===== src/rtl/core/teg_pkg.sv =====
// ----------------------------------------------------------------------------
// teg_pkg
// Shared types and constants for the tone envelope generator core.
// ----------------------------------------------------------------------------
package teg_pkg;

  localparam int unsigned CfgDataW = 48;
  localparam int unsigned CfgIdxW  = 3;

  typedef enum logic [1:0] {
    CMD_TICK = 2'd0,
    CMD_PLAY = 2'd1,
    CMD_END  = 2'd2
  } teg_cmd_t;

  typedef enum logic [CfgIdxW-1:0] {
    REG_START_STEP    = 3'd0,
    REG_START_SLIDE   = 3'd1,
    REG_SLIDE_DELTA   = 3'd2,
    REG_STAGE_TIMES   = 3'd3,
    REG_STAGE_SLOPES  = 3'd4,
    REG_RETRIG_LIMITS = 3'd5,
    REG_REPEAT_LIMIT  = 3'd6
  } teg_reg_t;

  localparam logic [1:0] STAGE_ATTACK  = 2'd0;
  localparam logic [1:0] STAGE_SUSTAIN = 2'd1;
  localparam logic [1:0] STAGE_DECAY   = 2'd2;

  localparam logic [7:0] LEVEL_MIN      = 8'd3;
  localparam logic [7:0] LEVEL_MAX      = 8'd255;
  localparam logic [7:0] REPEAT_FOREVER = 8'hFF;

  typedef struct packed {
    logic        half_period_done;
    logic [15:0] half_period_ticks;
    logic [7:0]  duty;
    logic        playing;
    logic        note_done;
  } teg_result_t;

endpackage


===== src/rtl/core/tone_envelope_generator_core.sv =====
// ----------------------------------------------------------------------------
// tone_envelope_generator_core
// Square-wave tone with slide and a three-stage envelope, one step per
// transaction, with a two-entry registered result buffer.
// ----------------------------------------------------------------------------
// a result is registered into the head or skid entry when its input transaction is taken
// throughput: one transaction per cycle while in_stall is low; all state updates in one pass of logic
// in_stall is high while both result entries are full, i.e. after out_stall held a waiting head
// reset (rst_n low, synchronous) clears the note state and the configuration
// registers and empties both result entries; cfg_ready is always high
module tone_envelope_generator_core
  import teg_pkg::*;
(
  input  logic                clk,
  input  logic                rst_n,
  input  logic                in_valid,
  output logic                in_stall,
  input  logic [1:0]          in_command,
  input  logic [7:0]          in_priority_req,
  output logic                out_valid,
  input  logic                out_stall,
  output logic                out_half_period_done,
  output logic [15:0]         out_half_period_ticks,
  output logic [7:0]          out_duty,
  output logic                out_playing,
  output logic                out_note_done,
  input  logic                cfg_valid,
  output logic                cfg_ready,
  input  logic [CfgIdxW-1:0]  cfg_index,
  input  logic [CfgDataW-1:0] cfg_data
);

  // configuration registers
  logic [15:0] start_step_r;
  logic [31:0] start_slide_r, slide_delta_r, retrig_r;
  logic [47:0] stage_times_r, stage_slopes_r;
  logic [7:0]  repeat_limit_r;

  // note state
  logic        active_r, active_nxt;
  logic [7:0]  held_prio_r, held_prio_nxt;
  logic [15:0] phase_r, phase_nxt;
  logic [31:0] step_r, step_nxt;
  logic [31:0] slide_r, slide_nxt;
  logic [7:0]  level_r, level_nxt;
  logic [15:0] amp_r, amp_nxt;
  logic [15:0] slope_r, slope_nxt;
  logic [15:0] stage_sum_r, stage_sum_nxt;
  logic [15:0] target_r, target_nxt;
  logic [1:0]  stage_idx_r, stage_idx_nxt;
  logic [7:0]  repeat_r, repeat_nxt;
  logic [15:0] half_r, half_nxt;

  // result buffer
  logic        head_v_r, head_v_nxt, skid_v_r, skid_v_nxt;
  teg_result_t head_r, head_nxt, skid_r, skid_nxt;
  teg_result_t res;

  logic push, pop, cfg_we;

  // step temporaries
  logic        restart_freq, restart_sound, amp_step, ended, hp_done;
  logic [15:0] phase_sum, half_inc, tick_sum, amp_sum, retrig_lo, retrig_hi;
  logic [31:0] step_sum;
  logic [1:0]  idx_inc;
  logic [7:0]  rep_inc;

  assign push      = in_valid && !in_stall;
  assign pop       = out_valid && !out_stall;
  assign in_stall  = skid_v_r;
  assign cfg_ready = 1'b1;
  assign cfg_we    = cfg_valid && cfg_ready;
  assign retrig_lo = retrig_r[15:0];
  assign retrig_hi = retrig_r[31:16];

  always_ff @(posedge clk) begin
    if (!rst_n) begin
      start_step_r   <= '0;
      start_slide_r  <= '0;
      slide_delta_r  <= '0;
      stage_times_r  <= '0;
      stage_slopes_r <= '0;
      retrig_r       <= '0;
      repeat_limit_r <= '0;
    end else if (cfg_we) begin
      unique case (cfg_index)
        REG_START_STEP:    start_step_r   <= cfg_data[15:0];
        REG_START_SLIDE:   start_slide_r  <= cfg_data[31:0];
        REG_SLIDE_DELTA:   slide_delta_r  <= cfg_data[31:0];
        REG_STAGE_TIMES:   stage_times_r  <= cfg_data[47:0];
        REG_STAGE_SLOPES:  stage_slopes_r <= cfg_data[47:0];
        REG_RETRIG_LIMITS: retrig_r       <= cfg_data[31:0];
        REG_REPEAT_LIMIT:  repeat_limit_r <= cfg_data[7:0];
        default: ;
      endcase
    end
  end

  always_comb begin
    active_nxt    = active_r;
    held_prio_nxt = held_prio_r;
    phase_nxt     = phase_r;
    step_nxt      = step_r;
    slide_nxt     = slide_r;
    level_nxt     = level_r;
    amp_nxt       = amp_r;
    slope_nxt     = slope_r;
    stage_sum_nxt = stage_sum_r;
    target_nxt    = target_r;
    stage_idx_nxt = stage_idx_r;
    repeat_nxt    = repeat_r;
    half_nxt      = half_r;
    restart_freq  = 1'b0;
    restart_sound = 1'b0;
    amp_step      = 1'b0;
    ended         = 1'b0;
    hp_done       = 1'b0;
    phase_sum     = phase_r + step_r[31:16];
    step_sum      = step_r + {{8{slide_r[31]}}, slide_r[31:8]};
    half_inc      = half_r + 16'd1;
    tick_sum      = stage_sum_r + half_inc;
    idx_inc       = stage_idx_r + 2'd1;
    rep_inc       = repeat_r + 8'd1;
    amp_sum       = '0;

    if (push) begin
      unique case (in_command)
        CMD_PLAY: begin
          if (held_prio_r < in_priority_req) begin
            held_prio_nxt = in_priority_req;
            active_nxt    = 1'b1;
            restart_sound = 1'b1;
            repeat_nxt    = '0;
          end
        end
        CMD_END: begin
          ended         = active_r;
          held_prio_nxt = '0;
          active_nxt    = 1'b0;
        end
        CMD_TICK: begin
          if (active_r) begin
            amp_step  = 1'b1;
            phase_nxt = phase_sum;
            step_nxt  = step_sum;
            slide_nxt = slide_r + slide_delta_r;
            half_nxt  = half_inc;
            // phase wrap closes a half period
            if (phase_sum < step_sum[31:16]) begin
              hp_done       = 1'b1;
              stage_sum_nxt = tick_sum;
              half_nxt      = '0;
              restart_freq  = (retrig_lo != '0 && step_sum[31:16] <= retrig_lo) ||
                              (retrig_hi != '0 && step_sum[31:16] >= retrig_hi);
              if (tick_sum >= target_r) begin
                stage_idx_nxt = idx_inc;
                stage_sum_nxt = '0;
                if (idx_inc == STAGE_SUSTAIN) begin
                  level_nxt  = LEVEL_MAX;
                  target_nxt = stage_times_r[31:16];
                  slope_nxt  = stage_slopes_r[31:16];
                end else if (idx_inc == STAGE_DECAY) begin
                  target_nxt = stage_times_r[47:32];
                  slope_nxt  = stage_slopes_r[47:32];
                end else begin
                  repeat_nxt = rep_inc;
                  if (repeat_limit_r != REPEAT_FOREVER && rep_inc > repeat_limit_r) begin
                    held_prio_nxt = '0;
                    active_nxt    = 1'b0;
                    ended         = 1'b1;
                  end else begin
                    restart_sound = 1'b1;
                  end
                end
              end
            end
          end
        end
        default: ;
      endcase
    end

    // fraction of the step survives a restart
    if (restart_freq || restart_sound) begin
      step_nxt  = {start_step_r, step_nxt[15:0]};
      slide_nxt = start_slide_r;
      phase_nxt = '0;
      half_nxt  = '0;
    end
    if (restart_sound) begin
      level_nxt     = LEVEL_MIN;
      amp_nxt       = '0;
      slope_nxt     = stage_slopes_r[15:0];
      target_nxt    = stage_times_r[15:0];
      stage_sum_nxt = '0;
      stage_idx_nxt = STAGE_ATTACK;
    end

    // amplitude carry moves the level after any stage change
    if (amp_step) begin
      amp_sum = amp_nxt + slope_nxt;
      amp_nxt = amp_sum;
      if (amp_sum < slope_nxt) begin
        if (stage_idx_nxt != STAGE_ATTACK) level_nxt = level_nxt - 8'd1;
        else                               level_nxt = level_nxt + 8'd1;
      end
    end

    res.half_period_done  = hp_done;
    res.half_period_ticks = hp_done ? half_inc : 16'd0;
    res.duty              = (level_nxt < LEVEL_MIN) ? LEVEL_MIN : level_nxt;
    res.playing           = active_nxt;
    res.note_done         = ended;
  end

  always_ff @(posedge clk) begin
    if (!rst_n) begin
      active_r    <= 1'b0;
      held_prio_r <= '0;
      phase_r     <= '0;
      step_r      <= '0;
      slide_r     <= '0;
      level_r     <= LEVEL_MIN;
      amp_r       <= '0;
      slope_r     <= '0;
      stage_sum_r <= '0;
      target_r    <= '0;
      stage_idx_r <= STAGE_ATTACK;
      repeat_r    <= '0;
      half_r      <= '0;
    end else begin
      active_r    <= active_nxt;
      held_prio_r <= held_prio_nxt;
      phase_r     <= phase_nxt;
      step_r      <= step_nxt;
      slide_r     <= slide_nxt;
      level_r     <= level_nxt;
      amp_r       <= amp_nxt;
      slope_r     <= slope_nxt;
      stage_sum_r <= stage_sum_nxt;
      target_r    <= target_nxt;
      stage_idx_r <= stage_idx_nxt;
      repeat_r    <= repeat_nxt;
      half_r      <= half_nxt;
    end
  end

  // two-entry result buffer, head drives the port
  always_comb begin
    head_v_nxt = head_v_r;
    skid_v_nxt = skid_v_r;
    head_nxt   = head_r;
    skid_nxt   = skid_r;
    if (pop) begin
      if (skid_v_r) begin
        head_nxt   = skid_r;
        skid_v_nxt = 1'b0;
      end else begin
        head_v_nxt = push;
        head_nxt   = res;
      end
    end else if (push) begin
      if (!head_v_r) begin
        head_v_nxt = 1'b1;
        head_nxt   = res;
      end else begin
        skid_v_nxt = 1'b1;
        skid_nxt   = res;
      end
    end
  end

  always_ff @(posedge clk) begin
    if (!rst_n) begin
      head_v_r <= 1'b0;
      skid_v_r <= 1'b0;
    end else begin
      head_v_r <= head_v_nxt;
      skid_v_r <= skid_v_nxt;
    end
  end

  always_ff @(posedge clk) begin
    head_r <= head_nxt;
    skid_r <= skid_nxt;
  end

  assign out_valid             = head_v_r;
  assign out_half_period_done  = head_r.half_period_done;
  assign out_half_period_ticks = head_r.half_period_ticks;
  assign out_duty              = head_r.duty;
  assign out_playing           = head_r.playing;
  assign out_note_done         = head_r.note_done;

  // skid entry is only ever filled behind a waiting head entry
  assert property (@(posedge clk) disable iff (!rst_n) skid_v_r |-> head_v_r)
    else $error("skid entry valid without head entry");

  // a note that just ended cannot still be sounding
  assert property (@(posedge clk) disable iff (!rst_n)
                   (out_valid && out_note_done) |-> !out_playing)
    else $error("note_done reported while still playing");

  assert property (@(posedge clk) disable iff (!rst_n)
                   (out_valid && !out_half_period_done) |-> (out_half_period_ticks == 16'd0))
    else $error("half period ticks reported without half period end");

  // a silent voice cannot end a half period
  assert property (@(posedge clk) disable iff (!rst_n)
                   (push && !active_r) |=> (!skid_v_r || !skid_r.half_period_done))
    else $error("half period ended while silent");

endmodule


===== config.mk =====
export PLATFORM = sky130hd
export DESIGN_NAME = tone_envelope_generator_core
export DESIGN_NICKNAME = d
export VERILOG_FILES = /design/src/rtl/core/teg_pkg.sv /design/src/rtl/core/tone_envelope_generator_core.sv
export SDC_FILE = /design/constraint.sdc
export NUM_CORES = 1
export LEC_CHECK = 0
export BUFFER_PORTS_ARGS = -buffer_cell sky130_fd_sc_hd__buf_2
export CAP_MARGIN = 15
export CORE_MARGIN = 2
export CORE_UTILIZATION = 55
export CTS_BUF_LIST = sky130_fd_sc_hd__clkbuf_16
export DETAILED_ROUTE_END_ITERATION = 8
export HOLD_SLACK_MARGIN = 0.1
export PLACE_DENSITY = 0.72
export SETUP_SLACK_MARGIN = 0.5
export SYNTH_ARGS = -nofsm -noshare
export SYNTH_HDL_FRONTEND = slang
export SYNTH_SLANG_ARGS = --single-unit

===== constraint.sdc =====
create_clock -name clk -period 14.52 [get_ports clk]
set_input_delay 1.452 -clock clk [delete_from_list [all_inputs] [get_ports clk]]
set_output_delay 1.452 -clock clk [all_outputs]
set_load 0.02 [all_outputs]

==> impl_metrics.toml, run 1 <==
[setup_path]
worst-endpoint-arrival_ns = 12.43
critPathMostFrequentCell = "sky130_fd_sc_hd__a21oi_1"
rr_worst_depth = 46
worst_ep_required_time_ns = 14.89
worst_path_max_delay_cell = "sky130_fd_sc_hd__nand3_1"
longest_individual_stage_delay_on_the_worst_path_ns = 0.63
critPathMaxFanout = 48
crit_path_end_kind = "flip-flop"
timing.critical_path.from_type = "flip-flop"
worst-setup-path-type = "reg2reg"

[global_routing]
grt_overflow_total = 0
grt_usage_pct = 30.5
grt_start_max_net_pins = 150
initial_antenna_violation_count = 3
grt_first_pass_wirelength_um = 122000
first_global_vias = 22600

[logic_synthesis]
mappedNetlistNets = 3550
synth_edf_count = 54
synth_seq_area_share_pct = 37.5
yosysWarningCount = 0
synth_cell_types = 84
synth_area_leaders = "sky130_fd_sc_hd__dfxtp_1 31%, sky130_fd_sc_hd__ha_1 10%, sky130_fd_sc_hd__nand2_1 9.8%"
netlist.area_leader.share_pct = 31.2
synthFlopType = "sky130_fd_sc_hd__dfxtp_1"
synth.cell_area_um2 = 26000
syn_area_per_cell_um2 = 7.96
synth.largest_area_cell = "sky130_fd_sc_hd__dfxtp_1"
async_flop_share_pct = 0
netlist_instances = 3263
ys_seq_elements = 459

[clock_tree]
maximum_clock_path_buffer_count = 3
cts_buffers = 50
clock_sink_count = 459
clock_insertion_delay_worst_skew_ns = 0.63
worst_setup_hold_path_clk_slew_ns = 0.06
clockRootBuffer = "sky130_fd_sc_hd__clkbuf_16"
cts_repair_resize_count = 0
holdBufCountCts = 0
post-cts-setup-buffer-count = 0
cts-htree-levels = 2
tritoncts = "built"

[drt]
first_iter_violations = 1797
detail_route.drc_violations = 0
antenna_violating_nets_left = 0
detail_route.wirelength_um = 76400
detail_routed_via_count_per_cell = 6.06
drt_first_pass_iters = 5
routed-via-count = 23800
route.detailed.wl_per_inst_um = 19.5

[sta]
post-route-min-period_ns = 12.06
final.setup.tns_ns = 0
hold_viol_final = 0
report.final.slew_viol_count = 0
skew_ns = 0.0376
slew_headroom_pct = 26.7
setup_viol_count_final = 0
worst-slew-pin-transition_ns = 1.10
layout_worst_path_cycle_share_pct = 83.1
grt_setup_unrepaired = "no"
clock.fmax_mhz = 82.9

[die]
die_width_um = 221
initial_core_util_pct = 55.8
die_area_um2 = 49000
core_area_um2 = 46600
die_h_um = 221
floorplan.io_pins = 96
floorplan.rows = 79

[finish]
layout-drive-gt1-share_pct = 7.21
layout.cells.most_common = "sky130_fd_sc_hd__nand2_1"
filler_cell_count_in_the_final_layout = 4122
multiInputGateArea_um2 = 15100
stdcell_count = 3920
combined_flip_flop_and_latch_cell_area_um2 = 9730
area_growth_pct = 9.97
most-common-layout-cells = "677 x sky130_fd_sc_hd__nand2_1, 449 x sky130_fd_sc_hd__a21oi_1, 405 x sky130_fd_sc_hd__dfxtp_1"
num-nets-final = 3561
antenna_cells_inserted = 0

[power]
p_clk_share_pct = 43.9
power_leakage_nw = 11.9
pwr-share-comb_pct = 10.7
power_switching_share_pct = 26.9
pwr_density_cell_nw_per_um2 = 103
ir_worst_vdd_v = 0.000108
seqPwrFrac_pct = 45.4
switchingPower_w = 0.000789
intPower_w = 0.00215

[hold_path]
hold_path.class = "reg2reg"
hold_depth = 2

[place]
place.detailed.instances = 3826
detailed_place_hpwl_um = 53400
numPortBuffers = 94
gp_congestion = 0.968

[status]
outcome = "complete, no violations"

[job]
drv.max_cap_violation_count = 0
worst paths after layout:
kind	startpoint	endpoint	slack (ns)
worst max-delay path	step_r[0]$_SDFFE_PN0P_	out_duty[5]$_DFFE_PP_	2.46
worst min-delay path	stage_times_r[33]$_SDFFE_PN0P_	stage_times_r[33]$_SDFFE_PN0P_	0.45
worst max register to register	step_r[0]$_SDFFE_PN0P_	out_duty[5]$_DFFE_PP_	2.46
worst min register to register	stage_times_r[33]$_SDFFE_PN0P_	stage_times_r[33]$_SDFFE_PN0P_	0.45
logic make-up (layout without fill, tap and decap cells):
kind of cell	count (synthesis)	in the layout	synth area share, %
other	1	1	0.0144
muxes	44	44	1.77
DFF	459	459	37.5
adders and majority gates	221	221	10.8
AOI/OAI and AO/OA	882	882	20.7
buffers and inverters	317	367	4.60
xor gates and xnor gates	124	124	4.23
and+or+nand+nor	1215	1215	20.4
state kept, by name, indices dropped and copies added (netlist names), 27 cells and up:
name            flops
stage_slopes_r     48
stage_times_r      48
retrig_r           32
slide_delta_r      32
slide_r            32
start_slide_r      32
step_r             32
skid_r             27
routing by layer:
layer  vias up  wire, um  track usage [%]
met1     11400     32900             41.0
li1      11400         -                -
met5         -        25                0
met2       837     35600             50.3
met4         6      2620             10.7
met3       157      5250             4.12
through the flow:
step | util (%) | worst slack [ns] | cell area [um2] | hold WS (ns) | power [W]
after floorplan | - | 4.20 | 26000 | 0.433 | 0.00156
after global placement | 57.7 | 3.13 | 26900 | 0.440 | 0.00166
after detailed placement | 57.7 | 2.79 | 26900 | 0.445 | 0.00167
after CTS | 61.2 | 2.70 | 28500 | 0.453 | 0.00295
after global routing | 61.3 | 1.68 | 28600 | 0.470 | 0.00303
final | 61.3 | 2.46 | 28600 | 0.455 | 0.00294
synth_stat cells, types with 39 or more instances:
master,instances
sky130_fd_sc_hd__inv_1,151
sky130_fd_sc_hd__dfxtp_1,405
sky130_fd_sc_hd__nor2_1,208
sky130_fd_sc_hd__a21o_1,71
sky130_fd_sc_hd__xor2_1,48
sky130_fd_sc_hd__nand2_1,678
sky130_fd_sc_hd__nor3_1,56
sky130_fd_sc_hd__o211ai_1,41
sky130_fd_sc_hd__nand3_1,54
sky130_fd_sc_hd__ha_1,215
sky130_fd_sc_hd__a21oi_1,449
sky130_fd_sc_hd__and3_1,39
sky130_fd_sc_hd__edfxtp_1,54
sky130_fd_sc_hd__clkbuf_1,142
sky130_fd_sc_hd__o21ai_0,102
sky130_fd_sc_hd__xnor2_1,75
final cells by class:
type / count / area share (%)
Sequential cell: 459 / 34.1
Inverter: 154 / 2.05
Timing Repair Buffer: 122 / 2.48
Clock inverter: 40 / 1.32
Tap cell: 607 / 2.66
Clock buffer: 51 / 4.47
Multi-Input combinational cell: 2487 / 53.0
power groups by stage:
stage	combinational (W)	sequential [W]	clock, W
after global placement	0.000297	0.00136	0
after floorplan	0.000197	0.00136	0
after global routing	0.000343	0.00134	0.00135
after detailed placement	0.000306	0.00136	0
after CTS	0.000308	0.00133	0.00131
final	0.000313	0.00133	0.00129
worst max-delay path: cells and delay by family (launching register included):
| family | cells | cell delay (ns) |
|---|---|---|
| AO/OA/AOI/OAI | 24 | 5.78 |
| adder cells (fa/ha/maj) | 5 | 1.51 |
| flip-flops | 1 | 0.32 |
| XOR/XNOR | 2 | 0.45 |
| multiplexers | 2 | 0.61 |
| buffers and inverters | 2 | 0.68 |
| AND/OR/NAND/NOR | 11 | 2.41 |
Note: power is estimated with default switching activity, not from simulation.
==> run 2: changes to the inputs <==
==> constraint.sdc (replaced) <==
create_clock -name clk -period 12.1 [get_ports clk]
set_input_delay 1.21 -clock clk [delete_from_list [all_inputs] [get_ports clk]]
set_output_delay 1.21 -clock clk [all_outputs]
set_load 0.02 [all_outputs]
==> run 2 against run 1 <==
  * Clock power rose by 16%
  * Count of clock-buffer cells in the layout decreased by 1
  * Sequential share of layout area is 0.11 points lower
  * Global-route usage is 0.58 points lower
  * Largest cell class unchanged
  * Highest routed layer unchanged
==> impl_metrics.toml, run 2 (same netlist as run 1, synthesis figures left out) <==
[global_routing]
grt_start_max_net_pins = 145
grt_overflow_total = 0
initial_antenna_violation_count = 2
grt_first_pass_wirelength_um = 119000
grt_usage_pct = 29.9
first_global_vias = 22300

[place]
detailed_place_hpwl_um = 53200
gp_congestion = 0.909
dpl_cell_area_um2 = 26900
numPortBuffers = 94
post-place-ws_ns = 0.394

[sta]
slew_headroom_pct = 25.5
worst-slew-pin-transition_ns = 1.12
post-route-min-period_ns = 10.95
clock.fmax_mhz = 91.3
setup_viol_count_final = 0
report.final.slew_viol_count = 0
grt_setup_unrepaired = "no"
skew_ns = 0.0254
final.setup.worst_slack_ns = 1.15
layout_worst_path_cycle_share_pct = 90.5
hold_viol_final = 0
final.setup.tns_ns = 0

[clock_tree]
clock_insertion_delay_worst_skew_ns = 0.61
cts-htree-levels = 2
clock_sink_count = 459
clockRootBuffer = "sky130_fd_sc_hd__clkbuf_16"
cts_buffers = 49
maximum_clock_path_buffer_count = 3
tritoncts = "built"
worst_setup_hold_path_clk_slew_ns = 0.06
holdBufCountCts = 0

[job]
drv.max_cap_violation_count = 0

[die]
die_h_um = 221
core_area_um2 = 46600
die_area_um2 = 49000
floorplan.io_pins = 96
floorplan.rows = 79
die_width_um = 221
initial_core_util_pct = 55.8

[setup_path]
worst_ep_required_time_ns = 12.45
longest_individual_stage_delay_on_the_worst_path_ns = 0.44
timing.critical_path.from_type = "flip-flop"
worst-endpoint-arrival_ns = 11.30
worst-path-buf-inv = 3
crit_path_end_kind = "flip-flop"
worst-setup-path-type = "reg2reg"
critical_path.top_delay_family = "compound AO/OA/AOI/OAI gates"
critPathMostFrequentCell = "sky130_fd_sc_hd__a21oi_1"
worst_path_max_delay_cell = "sky130_fd_sc_hd__fa_1"
critPathMaxFanout = 14
regToRegSetupSlack_ns = 1.15

[power]
pwr_density_cell_nw_per_um2 = 122
ir_worst_vdd_v = 0.000129
power_w = 0.00348
power_leakage_nw = 12.0

[finish]
num-nets-final = 3573
most-common-layout-cells = "676 x sky130_fd_sc_hd__nand2_1, 447 x sky130_fd_sc_hd__a21oi_1, 405 x sky130_fd_sc_hd__dfxtp_1"
antenna_cells_inserted = 0
layout-drive-gt1-share_pct = 7.91
area_growth_pct = 10.3
final_cell_area_um2 = 28700
layout.cells.most_common = "sky130_fd_sc_hd__nand2_1"
layout_top_registers = "stage_slopes_r x48, stage_times_r x48"

[drt]
first_iter_violations = 1881
antenna_violating_nets_left = 0
detail_route.wirelength_um = 75800
routed-via-count = 23700
detail_routed_via_count_per_cell = 6.03
drt_first_pass_iters = 6
route.detailed.wl_per_inst_um = 19.3
detail_route.drc_violations = 0

[status]
outcome = "complete, no violations"

[hold_path]
hold_path.class = "reg2reg"
run 2: cell count changes in the layout (fill, tap and decap cells not counted), sizes merged:
cell | previous run | this run
clkinvlp | 3 | 1
buf | 122 | 135
clkinv | 19 | 20
clkbuf | 51 | 50
run 2: tightest hold or removal path, stage by stage (launching register included):
cell and delay [ns]:
sky130_fd_sc_hd__dfxtp_1 0.30, sky130_fd_sc_hd__nand2_1 0.05, sky130_fd_sc_hd__a21oi_1 0.05
run 2: power by group:
| part | internal [W] | switching (W) | total, W |
|---|---|---|---|
| registers | 0.00158 | 0.0000239 | 0.00160 |
| clock network | 0.000858 | 0.000642 | 0.00150 |
| logic | 0.000127 | 0.000255 | 0.000383 |
run 2: per-stage QoR:
stage	utilization (%)	cells	hold slack, ns
6_report	61.5	3931	0.453
2_1_floorplan	-	3263	0.433
5_1_grt	61.5	3931	0.473
3_5_place_dp	57.8	3832	0.445
3_3_place_gp	57.8	3832	0.439
4_1_cts	61.2	3921	0.453
run 2: what timing repair did:
action / in CTS / in global routing
setup buffers: 0 / 7
cloned: 0 / 0
hold endpoints to repair: 0 / 0
endpoints found under the setup margin: 7 / 24
gates resized for setup: 2 / 14
pin swaps: 0 / 5
run 2: path summary, 6_finish.rpt:
| check | startpoint | to | cells past startpoint |
|---|---|---|---|
| worst max register to register | slide_r[8]$_SDFFE_PN0P_ | out_duty[5]$_DFFE_PP_ | 50 |
| worst max-delay path | slide_r[8]$_SDFFE_PN0P_ | out_duty[5]$_DFFE_PP_ | 50 |
| worst min-delay path | start_slide_r[23]$_SDFFE_PN0P_ | start_slide_r[23]$_SDFFE_PN0P_ | 2 |
| worst min register to register | start_slide_r[23]$_SDFFE_PN0P_ | start_slide_r[23]$_SDFFE_PN0P_ | 2 |
run 2: final cells by class:
| cell class | count | area [um2] |
|---|---|---|
| repair buffers | 135 | 802 |
| multi-input cells | 2487 | 15200 |
| clock buffers | 50 | 1250 |
| clock inverters | 39 | 333 |
| flip-flops and latches | 459 | 9730 |
| inverters | 154 | 586 |
| well taps | 607 | 759 |
| fillers | 4092 | 17900 |
run 2: routing by layer:
| layer | up-vias | share of wire, % | GRT usage, % | wire (um) |
|---|---|---|---|---|
| li1 | 11400 | - | - | - |
| met1 | 11300 | 44 | 39.9 | 33200 |
| met2 | 789 | 47 | 49.7 | 35300 |
| met3 | 139 | 6.2 | 3.89 | 4730 |
| met4 | 4 | 3.3 | 10.5 | 2470 |
| met5 | - | 0.033 | 0 | 25 |
